--- config.mk ---
export PLATFORM = sky130hd
export DESIGN_NAME = rle_marker_encoder
export DESIGN_NICKNAME = d
export VERILOG_FILES = /design/src/rme_pkg.sv /design/src/rle_marker_encoder.sv /design/src/rme_run_tracker.sv /design/src/rme_emitter.sv
export VERILOG_INCLUDE_DIRS = /design/src /design/src/src
export SDC_FILE = /design/constraint.sdc
export NUM_CORES = 1
export LEC_CHECK = 0
export ABC_CLOCK_PERIOD_IN_PS = 6250
export BUFFER_PORTS_ARGS = -buffer_cell sky130_fd_sc_hd__buf_2
export CORE_MARGIN = 2
export CORE_UTILIZATION = 45
export DETAILED_ROUTE_END_ITERATION = 16
export HOLD_SLACK_MARGIN = 0.06
export PLACE_DENSITY_LB_ADDON = 0.25
export RECOVER_POWER = 25
export SLEW_MARGIN = 20
export SYNTH_ARGS = -nofsm -noshare
export SYNTH_HDL_FRONTEND = slang
export SYNTH_SLANG_ARGS = --single-unit
export TNS_END_PERCENT = 50
--- constraint.sdc ---
create_clock -name clk -period 6.25 [get_ports clk]
set_clock_uncertainty 0.05 [all_clocks]
set_input_delay 0.9375 -clock clk [delete_from_list [all_inputs] [get_ports clk]]
set_output_delay 0.9375 -clock clk [all_outputs]
set_load 0.03 [all_outputs]
--- src/rle_marker_encoder_assert.svh ---
// Assertion macros shared by the run-length encoder modules.
`ifndef RLE_MARKER_ENCODER_ASSERT_SVH
`define RLE_MARKER_ENCODER_ASSERT_SVH

// Same-cycle implication, disabled during reset.
`define RME_ASSERT_IMPL(lbl, clk, rstn, ante, cons) \
	lbl: assert property (@(posedge clk) disable iff (!rstn) (ante) |-> (cons)) \
		else $error("assertion failed");

// Next-cycle implication, disabled during reset.
`define RME_ASSERT_NEXT(lbl, clk, rstn, ante, cons) \
	lbl: assert property (@(posedge clk) disable iff (!rstn) (ante) |=> (cons)) \
		else $error("assertion failed");

`endif

--- src/rme_pkg.sv ---
// Types, constants and helper functions of the run-length encoder.
package rme_pkg;

	localparam int unsigned RME_MAX_RUN = 65520;

	localparam logic [7:0]  ESC_MARKER    = 8'hFE;
	localparam logic [15:0] MIN_CODED_RUN = 16'd4;
	localparam logic [2:0]  CODED_LEN     = 3'd4;

	localparam logic [1:0] POS_MARKER = 2'd0;
	localparam logic [1:0] POS_LEN_LO = 2'd1;
	localparam logic [1:0] POS_LEN_HI = 2'd2;
	localparam logic [1:0] POS_VALUE  = 2'd3;

	typedef struct packed {
		logic [7:0] data_byte;
		logic       final_in;
	} in_t;

	typedef struct packed {
		logic [7:0] out_byte;
		logic       step_done;
		logic       stream_end;
	} out_t;

	typedef struct packed {
		logic [7:0]  a_value;
		logic [15:0] a_count;
		logic [2:0]  a_len;
		logic [7:0]  b_value;
		logic [15:0] b_count;
		logic [2:0]  b_len;
		logic        fin;
	} job_t;

	function automatic logic [2:0] run_len(input logic [7:0] value, input logic [15:0] count);
		if (count < MIN_CODED_RUN && value != ESC_MARKER) begin
			return {1'b0, count[1:0]};
		end
		return CODED_LEN;
	endfunction

	function automatic logic [7:0] run_byte(input logic [7:0] value, input logic [15:0] count,
			input logic [2:0] len, input logic [1:0] pos);
		logic [7:0] b;
		if (!len[2]) begin
			b = value;
		end else begin
			case (pos)
				POS_MARKER: b = ESC_MARKER;
				POS_LEN_LO: b = count[7:0];
				POS_LEN_HI: b = count[15:8];
				POS_VALUE:  b = value;
				default:    b = value;
			endcase
		end
		return b;
	endfunction

endpackage

--- src/rle_marker_encoder.sv ---
// A run-ending transaction loads the job register; the job's first byte then loads out_q.
// One input transaction per cycle while each needs at most one output byte and output is
// not stalled; the emitter sends one byte per cycle then, and input waits for a job's end.
// Jobs of up to eight bytes come from one closed run plus a flushed final run.
// Reset (arst_n low, asynchronous) clears the pending run and empties job and output.
// Top level of the escape-marker run-length encoder.
module rle_marker_encoder import rme_pkg::*; #(
	parameter int unsigned MAX_RUN = RME_MAX_RUN
) (
	input  logic clk,
	input  logic arst_n,
	input  logic in_valid,
	output logic in_ready,
	input  in_t  in_item,
	output logic out_valid,
	input  logic out_ready,
	output out_t out_item
);

	job_t job;
	logic has_bytes;
	logic accept;
	logic job_free;

	assign in_ready = job_free;
	assign accept   = in_valid && in_ready;

	rme_run_tracker #(
		.MAX_RUN(MAX_RUN)
	) u_tracker (
		.clk      (clk),
		.arst_n   (arst_n),
		.accept   (accept),
		.item     (in_item),
		.job      (job),
		.has_bytes(has_bytes)
	);

	rme_emitter u_emitter (
		.clk      (clk),
		.arst_n   (arst_n),
		.job_push (accept && has_bytes),
		.job_in   (job),
		.job_free (job_free),
		.out_valid(out_valid),
		.out_ready(out_ready),
		.out_item (out_item)
	);

endmodule

--- src/rme_run_tracker.sv ---
// Run tracking: holds the pending run and builds the byte job for each transaction.
module rme_run_tracker import rme_pkg::*; #(
	parameter int unsigned MAX_RUN = RME_MAX_RUN
) (
	input  logic clk,
	input  logic arst_n,
	input  logic accept,
	input  in_t  item,
	output job_t job,
	output logic has_bytes
);

	`include "rle_marker_encoder_assert.svh"

	localparam logic [15:0] MaxRunW = 16'(MAX_RUN);

	logic [7:0]  val_q;
	logic [15:0] cnt_q;
	logic        closing;
	logic [7:0]  nxt_val;
	logic [15:0] nxt_cnt;

	always_comb begin
		closing = (cnt_q != 16'd0) && ((item.data_byte != val_q) || (cnt_q >= MaxRunW));
		if (closing || cnt_q == 16'd0) begin
			nxt_val = item.data_byte;
			nxt_cnt = 16'd1;
		end else begin
			nxt_val = val_q;
			nxt_cnt = cnt_q + 16'd1;
		end
		job.a_value = val_q;
		job.a_count = cnt_q;
		job.a_len   = closing ? run_len(val_q, cnt_q) : 3'd0;
		job.b_value = nxt_val;
		job.b_count = nxt_cnt;
		job.b_len   = item.final_in ? run_len(nxt_val, nxt_cnt) : 3'd0;
		job.fin     = item.final_in;
		has_bytes   = closing || item.final_in;
	end

	always_ff @(posedge clk or negedge arst_n) begin
		if (!arst_n) begin
			val_q <= 8'd0;
			cnt_q <= 16'd0;
		end else if (accept) begin
			if (item.final_in) begin
				val_q <= 8'd0;
				cnt_q <= 16'd0;
			end else begin
				val_q <= nxt_val;
				cnt_q <= nxt_cnt;
			end
		end
	end

	`RME_ASSERT_IMPL(a_cnt_capped, clk, arst_n, 1'b1, cnt_q <= MaxRunW)
	`RME_ASSERT_NEXT(a_final_clears, clk, arst_n, accept && item.final_in, cnt_q == 16'd0)

endmodule

--- src/rme_emitter.sv ---
// Byte emitter: walks one job's bytes into the output register.
module rme_emitter import rme_pkg::*; (
	input  logic clk,
	input  logic arst_n,
	input  logic job_push,
	input  job_t job_in,
	output logic job_free,
	output logic out_valid,
	input  logic out_ready,
	output out_t out_item
);

	`include "rle_marker_encoder_assert.svh"

	job_t       job_q;
	logic       job_valid_q;
	logic [2:0] idx_q;
	logic       out_valid_q;
	out_t       out_q;

	logic [3:0] total;
	logic       last;
	logic       load;
	logic [2:0] b_idx;
	out_t       nxt_out;

	always_comb begin
		total = {1'b0, job_q.a_len} + {1'b0, job_q.b_len};
		last  = ({1'b0, idx_q} + 4'd1) == total;
		load  = job_valid_q && (!out_valid_q || out_ready);
		b_idx = idx_q - job_q.a_len;
		if (idx_q < job_q.a_len) begin
			nxt_out.out_byte = run_byte(job_q.a_value, job_q.a_count, job_q.a_len, idx_q[1:0]);
		end else begin
			nxt_out.out_byte = run_byte(job_q.b_value, job_q.b_count, job_q.b_len, b_idx[1:0]);
		end
		nxt_out.step_done  = last;
		nxt_out.stream_end = last && job_q.fin;
		job_free = !job_valid_q || (load && last);
	end

	always_ff @(posedge clk or negedge arst_n) begin
		if (!arst_n) begin
			job_valid_q <= 1'b0;
			idx_q       <= 3'd0;
			out_valid_q <= 1'b0;
		end else begin
			if (job_push) begin
				job_valid_q <= 1'b1;
				idx_q       <= 3'd0;
			end else if (load && last) begin
				job_valid_q <= 1'b0;
			end else if (load) begin
				idx_q <= idx_q + 3'd1;
			end
			if (load) begin
				out_valid_q <= 1'b1;
			end else if (out_ready) begin
				out_valid_q <= 1'b0;
			end
		end
	end

	always_ff @(posedge clk) begin
		if (job_push) begin
			job_q <= job_in;
		end
		if (load) begin
			out_q <= nxt_out;
		end
	end

	assign out_valid = out_valid_q;
	assign out_item  = out_q;

	`RME_ASSERT_IMPL(a_job_nonempty, clk, arst_n, job_valid_q, total != 4'd0)
	`RME_ASSERT_IMPL(a_idx_in_range, clk, arst_n, job_valid_q, {1'b0, idx_q} < total)
	`RME_ASSERT_IMPL(a_end_is_done, clk, arst_n, out_valid_q, !out_q.stream_end || out_q.step_done)
	`RME_ASSERT_IMPL(a_push_when_free, clk, arst_n, job_push, job_free)

endmodule

==> flow_summary_export.csv, run 1 <==
group,metric,value,unit
synthesis,synth_warnings,0,
setup_path,critical_path.startpoint_type,"register",
synthesis,synth_seq_area_share,55.8,%
floorplan,core_area,10300,µm²
flow_run,drv_cap,1,
placement,port_buffers,24,
synthesis,syn_nets,452,
sta,slew_violations,30,
floorplan,die_width,107,µm
sta,setup_ws,2460,ps
synthesis,synth_edf_count,65,
setup_path,crit_fanout,38,
clocking,clk_latency,360,ps
pwr,p_leak,1.84,nW
worst_hold_path,hp-class,"reg2reg",
placement,finalWeightedCongestion,0.951,
synthesis,yosys.area.top_type,"edfxtp_1",
synthesis,synthFlopType,"edfxtp_1",
clocking,numCtsBuffers,9,
synthesis,netlist_instances,426,
sta,max_freq,0.264,GHz
layout,fillers,940,
setup_path,cp.arrival,3740,ps
floorplan,rows,37,
global_route,grt_pass1_wl,18100,µm
run_status,violations,"max-capacitance violations, max-slew violations",
floorplan,start_util,46.5,%
clocking,root_buffer,"clkbuf_8",
drt,wirelength,11600,µm
drt,final_antenna_net_count,0,
sta,setup_viol,0,
drt,wl_per_cell,20.2,µm
drt,drt-pass1-iter-count,5,
setup_path,rrSetupSlack,2460,ps
clocking,clkTransAtPathRegs,90,ps
synthesis,ys_ff_latch,94,
clocking,cts_resized,0,
synthesis,yosys-top-cells-area,"edfxtp_1 41%, dfrtp_1 15%, xnor2_1 3.8%",
placement,place_ws,2440,ps
pwr,peakVddDrop,0.211,mV
synthesis,synth.distinct_cells,55,
drt,num_vias,3439,
sta,rsz0062_at_grt,"false",
drt,drc_errors,0,
global_route,grt-ovfl-total,0,
setup_path,cp.required,6210,ps
placement,placed_cell_area,4970,µm²
layout,syn_to_final_growth,6.64,%
sta,slew-limit-headroom,-22.9,%
clocking,cts_buffer_depth,2,
sta,worst_pin_slew,1840,ps
setup_path,path_class,"reg2reg",
clocking,cts_sinks,94,
sta,fin_crit,3790,ps
sta,hold_viol,0,
sta,min_period_over_period,60.6,%
drt,drtIter0Drc,343,
placement,place_hpwl,8380,µm
pwr,power_density,407,nW/µm²
global_route,antenna_found_initial,0,
synthesis,netlist_area,4800,µm²
sta,fin_setup_tns,0,ps
floorplan,die_area,11500,µm²
global_route,grt_start_max_net_pins,39,
clocking,htree_levels,3,
floorplan,dieHeight,107,µm
clocking,ctsHoldBuffers,0,
clocking,tritoncts,"done",
floorplan,io_pins,25,
layout,stdcell_area,5120,µm²
clocking,post-cts-setup-buffers,0,
synthesis,async_flop_share,30.9,%
global_route,grt.total_usage,21.0,%
layout,layout-drive-gt1-share,9.20,%
setup_path,cp-end-kind,"register",
layout,final_nets,456,
drt,viasPerCell,6.02,
run_status,outcome,"finished with violations",
synthesis,avgSynthCellArea,11.3,µm²
layout,n_antenna_cell,0,
global_route,grt_pass1_vias,3272,
synthesis,yosysTopAreaCellShare,40.6,%
-- registers in the layout, summed over array words and instances (netlist names) --
signal,count
u_emitter.idx_q,3
u_emitter.job_q,55
u_emitter.job_valid_q,1
u_emitter.out_item,10
u_emitter.out_valid,1
u_tracker.cnt_q,16
u_tracker.val_q,8
-- final cells by class --
cell class | instances | area, µm² | area share [%]
Tap cell | 136 | 170 | 3.32
Clock buffer | 11 | 131 | 2.57
Sequential cell | 94 | 2680 | 52.3
Timing Repair Buffer | 26 | 123 | 2.39
Clock inverter | 5 | 35.0 | 0.684
Inverter | 13 | 48.8 | 0.953
Multi-Input combinational cell | 286 | 1940 | 37.8
-- cells by family after synthesis --
group                    synth area share [%]
AO/OA/AOI/OAI                            16.3
XOR/XNOR                                 5.11
adder cells (fa/ha/maj)                  3.54
buffers and inverters                    4.17
flip-flops                               55.8
multiplexers                            0.208
AND/OR/NAND/NOR                          15.0
-- cells in the final DEF (no fill, tap or decap), drive strengths merged, types with 12 or more instances in the layout --
cell type	synthesis	layout
edfxtp	65	65
buf	12	16
ha	12	12
nand2	40	40
xnor2	21	21
nand2b	12	12
o21ai	25	25
a21oi	20	20
dfrtp	29	29
inv	13	15
nor2	25	25
clkbuf	21	21
-- path summary, 6_finish.rpt --
| check | from | end | cells past startpoint |
|---|---|---|---|
| setup reg to reg | u_emitter.job_q[28] | u_emitter.job_q[7] | 7 |
| min in group asynchronous | arst_n | u_emitter.out_valid | 1 |
| max in group asynchronous | arst_n | u_tracker.cnt_q[15] | 1 |
| setup / recovery | u_emitter.job_q[28] | u_emitter.job_q[7] | 7 |
| hold reg to reg | u_emitter.job_q[0] | u_emitter.out_item[0] | 1 |
| hold / removal | u_emitter.job_q[0] | u_emitter.out_item[0] | 1 |
-- Yosys cell counts, drive strengths merged (4+ instances only) --
cell and n:
edfxtp 65, nand2 40, dfrtp 29, nor2 25, o21ai 25, clkbuf 21, xnor2 21, a21oi 20
inv 13, buf 12, ha 12, nand2b 12, nand3 11, nand4 10, o22ai 9, a221oi 8
o221ai 8, a221o 7, a22o 7, xor2 7, nor4 6, nor3 5, or3 5, a2bb2oi 4
and3 4, nor2b 4
-- through the flow --
step / hold WS, ps / power, mW / instances / util [%]
after global placement: 452 / 1.72 / 555 / 48.1
after CTS: 485 / 2.10 / 571 / 49.7
after global routing: 496 / 2.20 / 571 / 49.6
final: 480 / 2.09 / 571 / 49.6
after floorplan: 370 / 1.52 / 426 / -
after detailed placement: 463 / 1.74 / 555 / 48.1
-- worst max-delay path, cell delays in order (launching register included) --
cell      delay, ps
edfxtp_1        410
ha_1            230
fa_1            380
xnor2_1         190
xnor2_1         150
o41a_1          790
a21oi_4         680
buf_4           530
-- per-layer routing --
| layer | wire (µm) | vias up | global-route usage, % |
|---|---|---|---|
| met4 | 165 | 0 | 6.03 |
| met1 | 5240 | 1677 | 29.9 |
| met3 | 739 | 14 | 4.78 |
| met2 | 5410 | 142 | 32.5 |
| li1 | - | 1606 | - |
| met5 | 0 | - | 0 |
-- power breakdown --
| group | internal (mW) | total [mW] | switching, mW |
|---|---|---|---|
| clock | 0.146 | 0.353 | 0.206 |
| combinational | 0.275 | 0.782 | 0.507 |
| sequential | 0.853 | 0.951 | 0.0985 |
(Power assumes the default switching activity.)
==> run 2, diff against run 1 <==
--- a/config.mk
+++ b/config.mk
@@ -6,7 +6,7 @@
 export SDC_FILE = /design/constraint.sdc
 export NUM_CORES = 1
 export LEC_CHECK = 0
-export ABC_CLOCK_PERIOD_IN_PS = 6250
+export ABC_CLOCK_PERIOD_IN_PS = 3830
 export BUFFER_PORTS_ARGS = -buffer_cell sky130_fd_sc_hd__buf_2
 export CORE_MARGIN = 2
 export CORE_UTILIZATION = 45
==> constraint.sdc (replaced) <==
create_clock -name clk -period 3.83 [get_ports clk]
set_clock_uncertainty 0.05 [all_clocks]
set_input_delay 0.5745 -clock clk [delete_from_list [all_inputs] [get_ports clk]]
set_output_delay 0.5745 -clock clk [all_outputs]
set_load 0.03 [all_outputs]
==> run 2 against run 1 <==
Compared with the run above:
- the flow still finishes with violations (max-capacitance violations, max-slew violations)
- cell count up 1.1%
- non-clock buffer count up 6
- sequential power up 62%
- flip-flop and latch count unchanged
- power up 66%
- critical endpoint is now in_ready
- worst hold slack worse by 27 ps
- die area unchanged
- critical path depth up 1
- setup slack worse by 1800 ps
- critical path type is now reg2out
- clock power up 79%
==> flow_summary_export.csv, run 2 (synthesized netlist as in run 1, its figures left out) <==
group,metric,value,unit
sta,slew-limit-headroom,-22.2,%
floorplan,rows,37,
drt,met1_length,5090,µm
layout,layout_commonest_cell,"edfxtp_1",
drt,drt-pass1-iter-count,5,
sta,slew_violations,30,
pwr,power.total,3.47,mW
setup_path,slowest_delay,450,ps
layout,layout_common_cells,"65 x edfxtp_1, 40 x nand2_1, 29 x dfrtp_1, 25 x nor2_1, 21 x xnor2_1",
pwr,peakVddDrop,0.335,mV
global_route,grt_pass1_vias,3323,
drt,num_vias,3443,
drt,highest_layer,"met4",
setup_path,cp.required,3210,ps
floorplan,io_pins,25,
global_route,grt.total_usage,21.4,%
clocking,cts_sinks,94,
clocking,post-cts-setup-buffers,0,
clocking,clk_latency,370,ps
setup_path,critical_path.startpoint_type,"register",
placement,finalWeightedCongestion,0.937,
floorplan,start_util,46.5,%
setup_path,worstRegToRegCells,8,
drt,met2_length,5590,µm
clocking,root_buffer,"clkbuf_8",
clocking,clkTransAtPathRegs,90,ps
sta,fin_setup_tns,0,ps
sta,setup_ws,673,ps
drt,viasPerCell,5.97,
worst_hold_path,hold-path-endpoint,"u_tracker.val_q[5]",
floorplan,dieHeight,107,µm
layout,stdcell_area,5180,µm²
worst_hold_path,holdPathStages,3,
global_route,grt_pass1_wl,18300,µm
layout,layout-drive-gt1-share,10.4,%
clocking,cts_resized,0,
clocking,tritoncts,"done",
layout,largest_register_ffs,55,
layout,fillers,897,
setup_path,crit_fanout,5,
floorplan,core_area,10300,µm²
setup_path,r2r-end,"u_emitter.job_q[20]",
flow_run,drv_cap,1,
global_route,grt_start_max_net_pins,35,
setup_path,cp-startpoint,"u_emitter.job_q[1]",
setup_path,cp-end-kind,"output port",
sta,setup_viol,0,
sta,hold_viol,0,
clocking,htree_levels,3,
setup_path,worst_path_max_delay_cell,"fa_1",
layout,multi_input_area,1940,µm²
pwr,power_density,669,nW/µm²
drt,drtIter0Drc,311,
setup_path,path_cells,"ha_1 > fa_1 > xnor2_1 > nand2_1 > nor3_1 > nand2_1 > nand2_1 > buf_2",
layout,n_antenna_cell,0,
placement,placed_cell_area,5010,µm²
drt,final_antenna_net_count,0,
drt,wirelength,11500,µm
sta,fin_crit,3160,ps
setup_path,cp.arrival,2530,ps
run_status,outcome,"finished with violations",
clocking,ctsHoldBuffers,0,
placement,place_hpwl,8460,µm
floorplan,die_width,107,µm
sta,max_freq,0.317,GHz
layout,syn_to_final_growth,7.82,%
placement,port_buffers,24,
drt,wl_per_cell,20.0,µm
worst_hold_path,hp-start,"in_item[6]",
sta,worst_pin_slew,1830,ps
layout,seq_area,2680,µm²
clocking,numCtsBuffers,9,
sta,rsz0062_at_grt,"false",
run_status,violations,"max-capacitance violations, max-slew violations",
floorplan,die_area,11500,µm²
setup_path,crit_top_cell,"nand2_1",
sta,min_period_over_period,82.4,%
setup_path,r2r-start,"u_emitter.job_q[1]",
pwr,p_leak,1.88,nW
global_route,grt-ovfl-total,0,
global_route,antenna_found_initial,0,
placement,place_ws,883,ps
drt,drc_errors,0,
layout,largest-register,"u_emitter.job_q",
setup_path,rrSetupSlack,870,ps
drt,dr_wl_met3,726,µm
worst_hold_path,hp-class,"in2reg",
clocking,cts_buffer_depth,2,
layout,final_nets,462,
setup_path,path_class,"reg2out",
==> run 2: worst max path at each step <==
stage	to	slack, ps
4_1_cts	in_ready	630
2_1_floorplan	u_emitter.job_q[0]	580
3_3_place_gp	u_emitter.job_q[8]	910
3_5_place_dp	u_emitter.job_q[8]	880
5_1_grt	in_ready	430
6_report	in_ready	670
==> run 2: area by class of cell <==
cell class / count / share of cell area [%]
flip-flops and latches: 94 / 51.7
multi-input cells: 286 / 37.4
well taps: 136 / 3.29
repair buffers: 32 / 3.09
clock buffers: 9 / 2.39
clock inverters: 7 / 1.18
inverters: 13 / 0.942
==> run 2: report_power, final <==
group | switching (mW) | leakage [nW] | internal, mW | total (mW)
logic | 0.838 | 0.786 | 0.459 | 1.30
registers | 0.147 | 0.996 | 1.39 | 1.54
clock network | 0.381 | 0.0985 | 0.251 | 0.632
==> run 2: per-stage QoR <==
step                      hold slack (ps)  instances  utilization, %
after global placement                457        561            48.6
after CTS                             237        577            50.3
after floorplan                       229        426               -
after global routing                  470        577            50.2
final                                 453        577            50.2
after detailed placement              459        561            48.6
==> run 2: routing by layer <==
metal / up-vias / track usage (%)
li1: 1612 / -
met1: 1694 / 30.8
met2: 128 / 33.5
met3: 9 / 3.93
met4: 0 / 5.94
met5: - / 0
==> run 2: worst max-delay path: cells and delay by family (launching register included) <==
| family | cells | cell delay (ps) |
|---|---|---|
| xor gates and xnor gates | 1 | 170 |
| buffers and inverters | 1 | 190 |
| adders and majority gates | 2 | 690 |
| DFF | 1 | 390 |
| and+or+nand+nor | 4 | 730 |
==> run 3, diff against run 2 <==
--- a/config.mk
+++ b/config.mk
@@ -6,7 +6,7 @@
 export SDC_FILE = /design/constraint.sdc
 export NUM_CORES = 1
 export LEC_CHECK = 0
-export ABC_CLOCK_PERIOD_IN_PS = 3830
+export ABC_CLOCK_PERIOD_IN_PS = 2800
 export BUFFER_PORTS_ARGS = -buffer_cell sky130_fd_sc_hd__buf_2
 export CORE_MARGIN = 2
 export CORE_UTILIZATION = 45
==> constraint.sdc (replaced) <==
create_clock -name clk -period 2.8 [get_ports clk]
set_clock_uncertainty 0.05 [all_clocks]
set_input_delay 0.42 -clock clk [delete_from_list [all_inputs] [get_ports clk]]
set_output_delay 0.42 -clock clk [all_outputs]
set_load 0.03 [all_outputs]
==> run 3 against run 2 <==
Compared with the run above:
- the run still ends with max-capacitance violations, max-slew violations left
- cell count rose by 3.1%
- non-clock buffer count rose by 18
- via count rose by 4.3%
- combinational power rose by 58%
- power rose by 43%
- worst hold slack got worse by 150 ps
- die area did not move
==> flow_summary_export.csv, run 3 (synthesized netlist as in run 1, its figures left out) <==
group,metric,value,unit
sta,min_period_over_period,97.4,%
layout,fillers,909,
layout,fin_util,52.3,%
setup_path,cpLargestDelayFamily,"adder cells",
clocking,root_buffer,"clkbuf_8",
worst_hold_path,hp-class,"in2reg",
floorplan,dieHeight,107,µm
clocking,htree_levels,3,
placement,port_buffers,24,
layout,largest_register_ffs,55,
setup_path,cp.required,2330,ps
sta,fin_crit,2730,ps
setup_path,worst_path_max_delay_cell,"fa_1",
floorplan,rows,37,
setup_path,cp-end-kind,"output port",
layout,layout_commonest_cell,"edfxtp_1",
setup_path,critical_path.startpoint_type,"register",
setup_path,cp.buffers_inverters,1,
floorplan,io_pins,25,
pwr,power_density,917,nW/µm²
drt,drc_errors,0,
floorplan,die_width,107,µm
sta,worst_pin_slew,1760,ps
clocking,tritoncts,"done",
setup_path,crit_fanout,4,
setup_path,path_cells,"ha_2 > fa_1 > xnor2_2 > xnor2_2 > nor3_4 > nand2_1 > nand2_1 > clkbuf_4",
pwr,peakVddDrop,0.472,mV
layout,syn_to_final_growth,12.4,%
global_route,grt-ovfl-total,0,
clocking,clk_latency,360,ps
global_route,antenna_found_initial,0,
drt,drtIter0Drc,342,
drt,num_vias,3590,
floorplan,core_area,10300,µm²
global_route,grt_start_max_net_pins,35,
drt,wirelength,11800,µm
flow_run,drv_cap,1,
global_route,grt.total_usage,22.0,%
layout,largest-register,"u_emitter.job_q",
placement,finalWeightedCongestion,0.893,
layout,n_antenna_cell,0,
sta,hold_viol,0,
setup_path,cp.arrival,2260,ps
drt,final_antenna_net_count,0,
sta,slew_violations,30,
sta,setup_viol,0,
sta,fin_setup_tns,0,ps
drt,wl_per_cell,19.8,µm
drt,drt-pass1-iter-count,5,
clocking,cts_buffer_depth,2,
layout,layout_common_cells,"65 x edfxtp_1, 39 x nand2_1, 29 x dfrtp_1, 25 x nor2_1, 23 x buf_4",
global_route,grt_pass1_vias,3499,
sta,slew-limit-headroom,-17.0,%
global_route,grt_pass1_wl,19000,µm
layout,final_nets,480,
layout,layout-drive-gt1-share,15.9,%
run_status,outcome,"finished with violations",
pwr,p_leak,2.01,nW
clocking,cts_sinks,94,
sta,max_freq,0.367,GHz
floorplan,start_util,46.5,%
clocking,clkTransAtPathRegs,90,ps
setup_path,slowest_delay,410,ps
placement,place_hpwl,8750,µm
drt,viasPerCell,6.03,
setup_path,path_class,"reg2out",
sta,rsz0062_at_grt,"true",
clocking,numCtsBuffers,9,
run_status,violations,"max-capacitance violations, max-slew violations",
floorplan,die_area,11500,µm²
==> run 3: worst register-to-register path, delay by kind of cell, from the launching register on <==
kind | cells | cell delay [ps]
AO/OA/AOI/OAI | 2 | 680
adder cells (fa/ha/maj) | 2 | 650
flip-flops | 1 | 400
buffers and inverters | 2 | 350
AND/OR/NAND/NOR | 2 | 290
XOR/XNOR | 1 | 200
==> run 3: final cells by class <==
type | instances | area (µm²) | share of cell area [%]
clock inverters | 5 | 32.5 | 0.603
clock buffers | 11 | 141 | 2.62
repair buffers | 50 | 334 | 6.19
flip-flops and latches | 94 | 2680 | 49.6
multi-input cells | 286 | 1990 | 36.9
well taps | 136 | 170 | 3.15
inverters | 13 | 48.8 | 0.904
==> run 3: what timing repair did <==
action / CTS / global route
buffers inserted: 1 / 2
pin swaps: 1 / 0
gates cloned: 0 / 0
hold endpoints to repair: 0 / 0
resized for setup: 2 / 9
hold buffers: 0 / 0
setup endpoints to repair: 1 / 28
==> run 3: worst paths after layout <==
path | cells after the start | endpoint | slack (ps) | from
min in group asynchronous | 1 | u_emitter.idx_q[2] | 460 | arst_n
hold / removal | 3 | u_tracker.val_q[1] | 300 | in_item[2]
max in group asynchronous | 1 | u_tracker.val_q[5] | 1210 | arst_n
setup reg to reg | 9 | u_tracker.cnt_q[8] | 110 | u_emitter.job_q[28]
setup / recovery | 8 | in_ready | 70 | u_emitter.job_q[28]
hold reg to reg | 0 | u_emitter.job_q[49] | 490 | u_tracker.val_q[2]
==> run 3: stage by stage <==
stage | total power [mW] | cell area (µm²) | setup slack, ps | hold slack [ps] | instances
floorplan | 3.39 | 4820 | -406 | 74.4 | 426
global placement | 3.94 | 5150 | 134 | 463 | 576
detailed placement | 3.97 | 5150 | 104 | 465 | 576
CTS | 4.82 | 5350 | 16.9 | 91.5 | 593
global route | 5.26 | 5400 | -47.3 | 312 | 595
finish | 4.95 | 5400 | 71.5 | 299 | 595
==> run 3: power by group <==
part           internal, mW  switching, mW
Sequential             1.90          0.187
Combinational         0.780           1.28
Clock                 0.348          0.460
Total                  3.03           1.92
==> run 3: layer usage <==
layer | vias to the layer above | wire length, µm | share of wire (%) | GRT usage (%)
met5 | - | 0 | 0 | 0
met4 | 0 | 247 | 2.1 | 6.59
met3 | 25 | 635 | 5.4 | 4.54
met2 | 145 | 5390 | 46 | 33.8
met1 | 1766 | 5480 | 47 | 31.6
li1 | 1654 | - | - | -
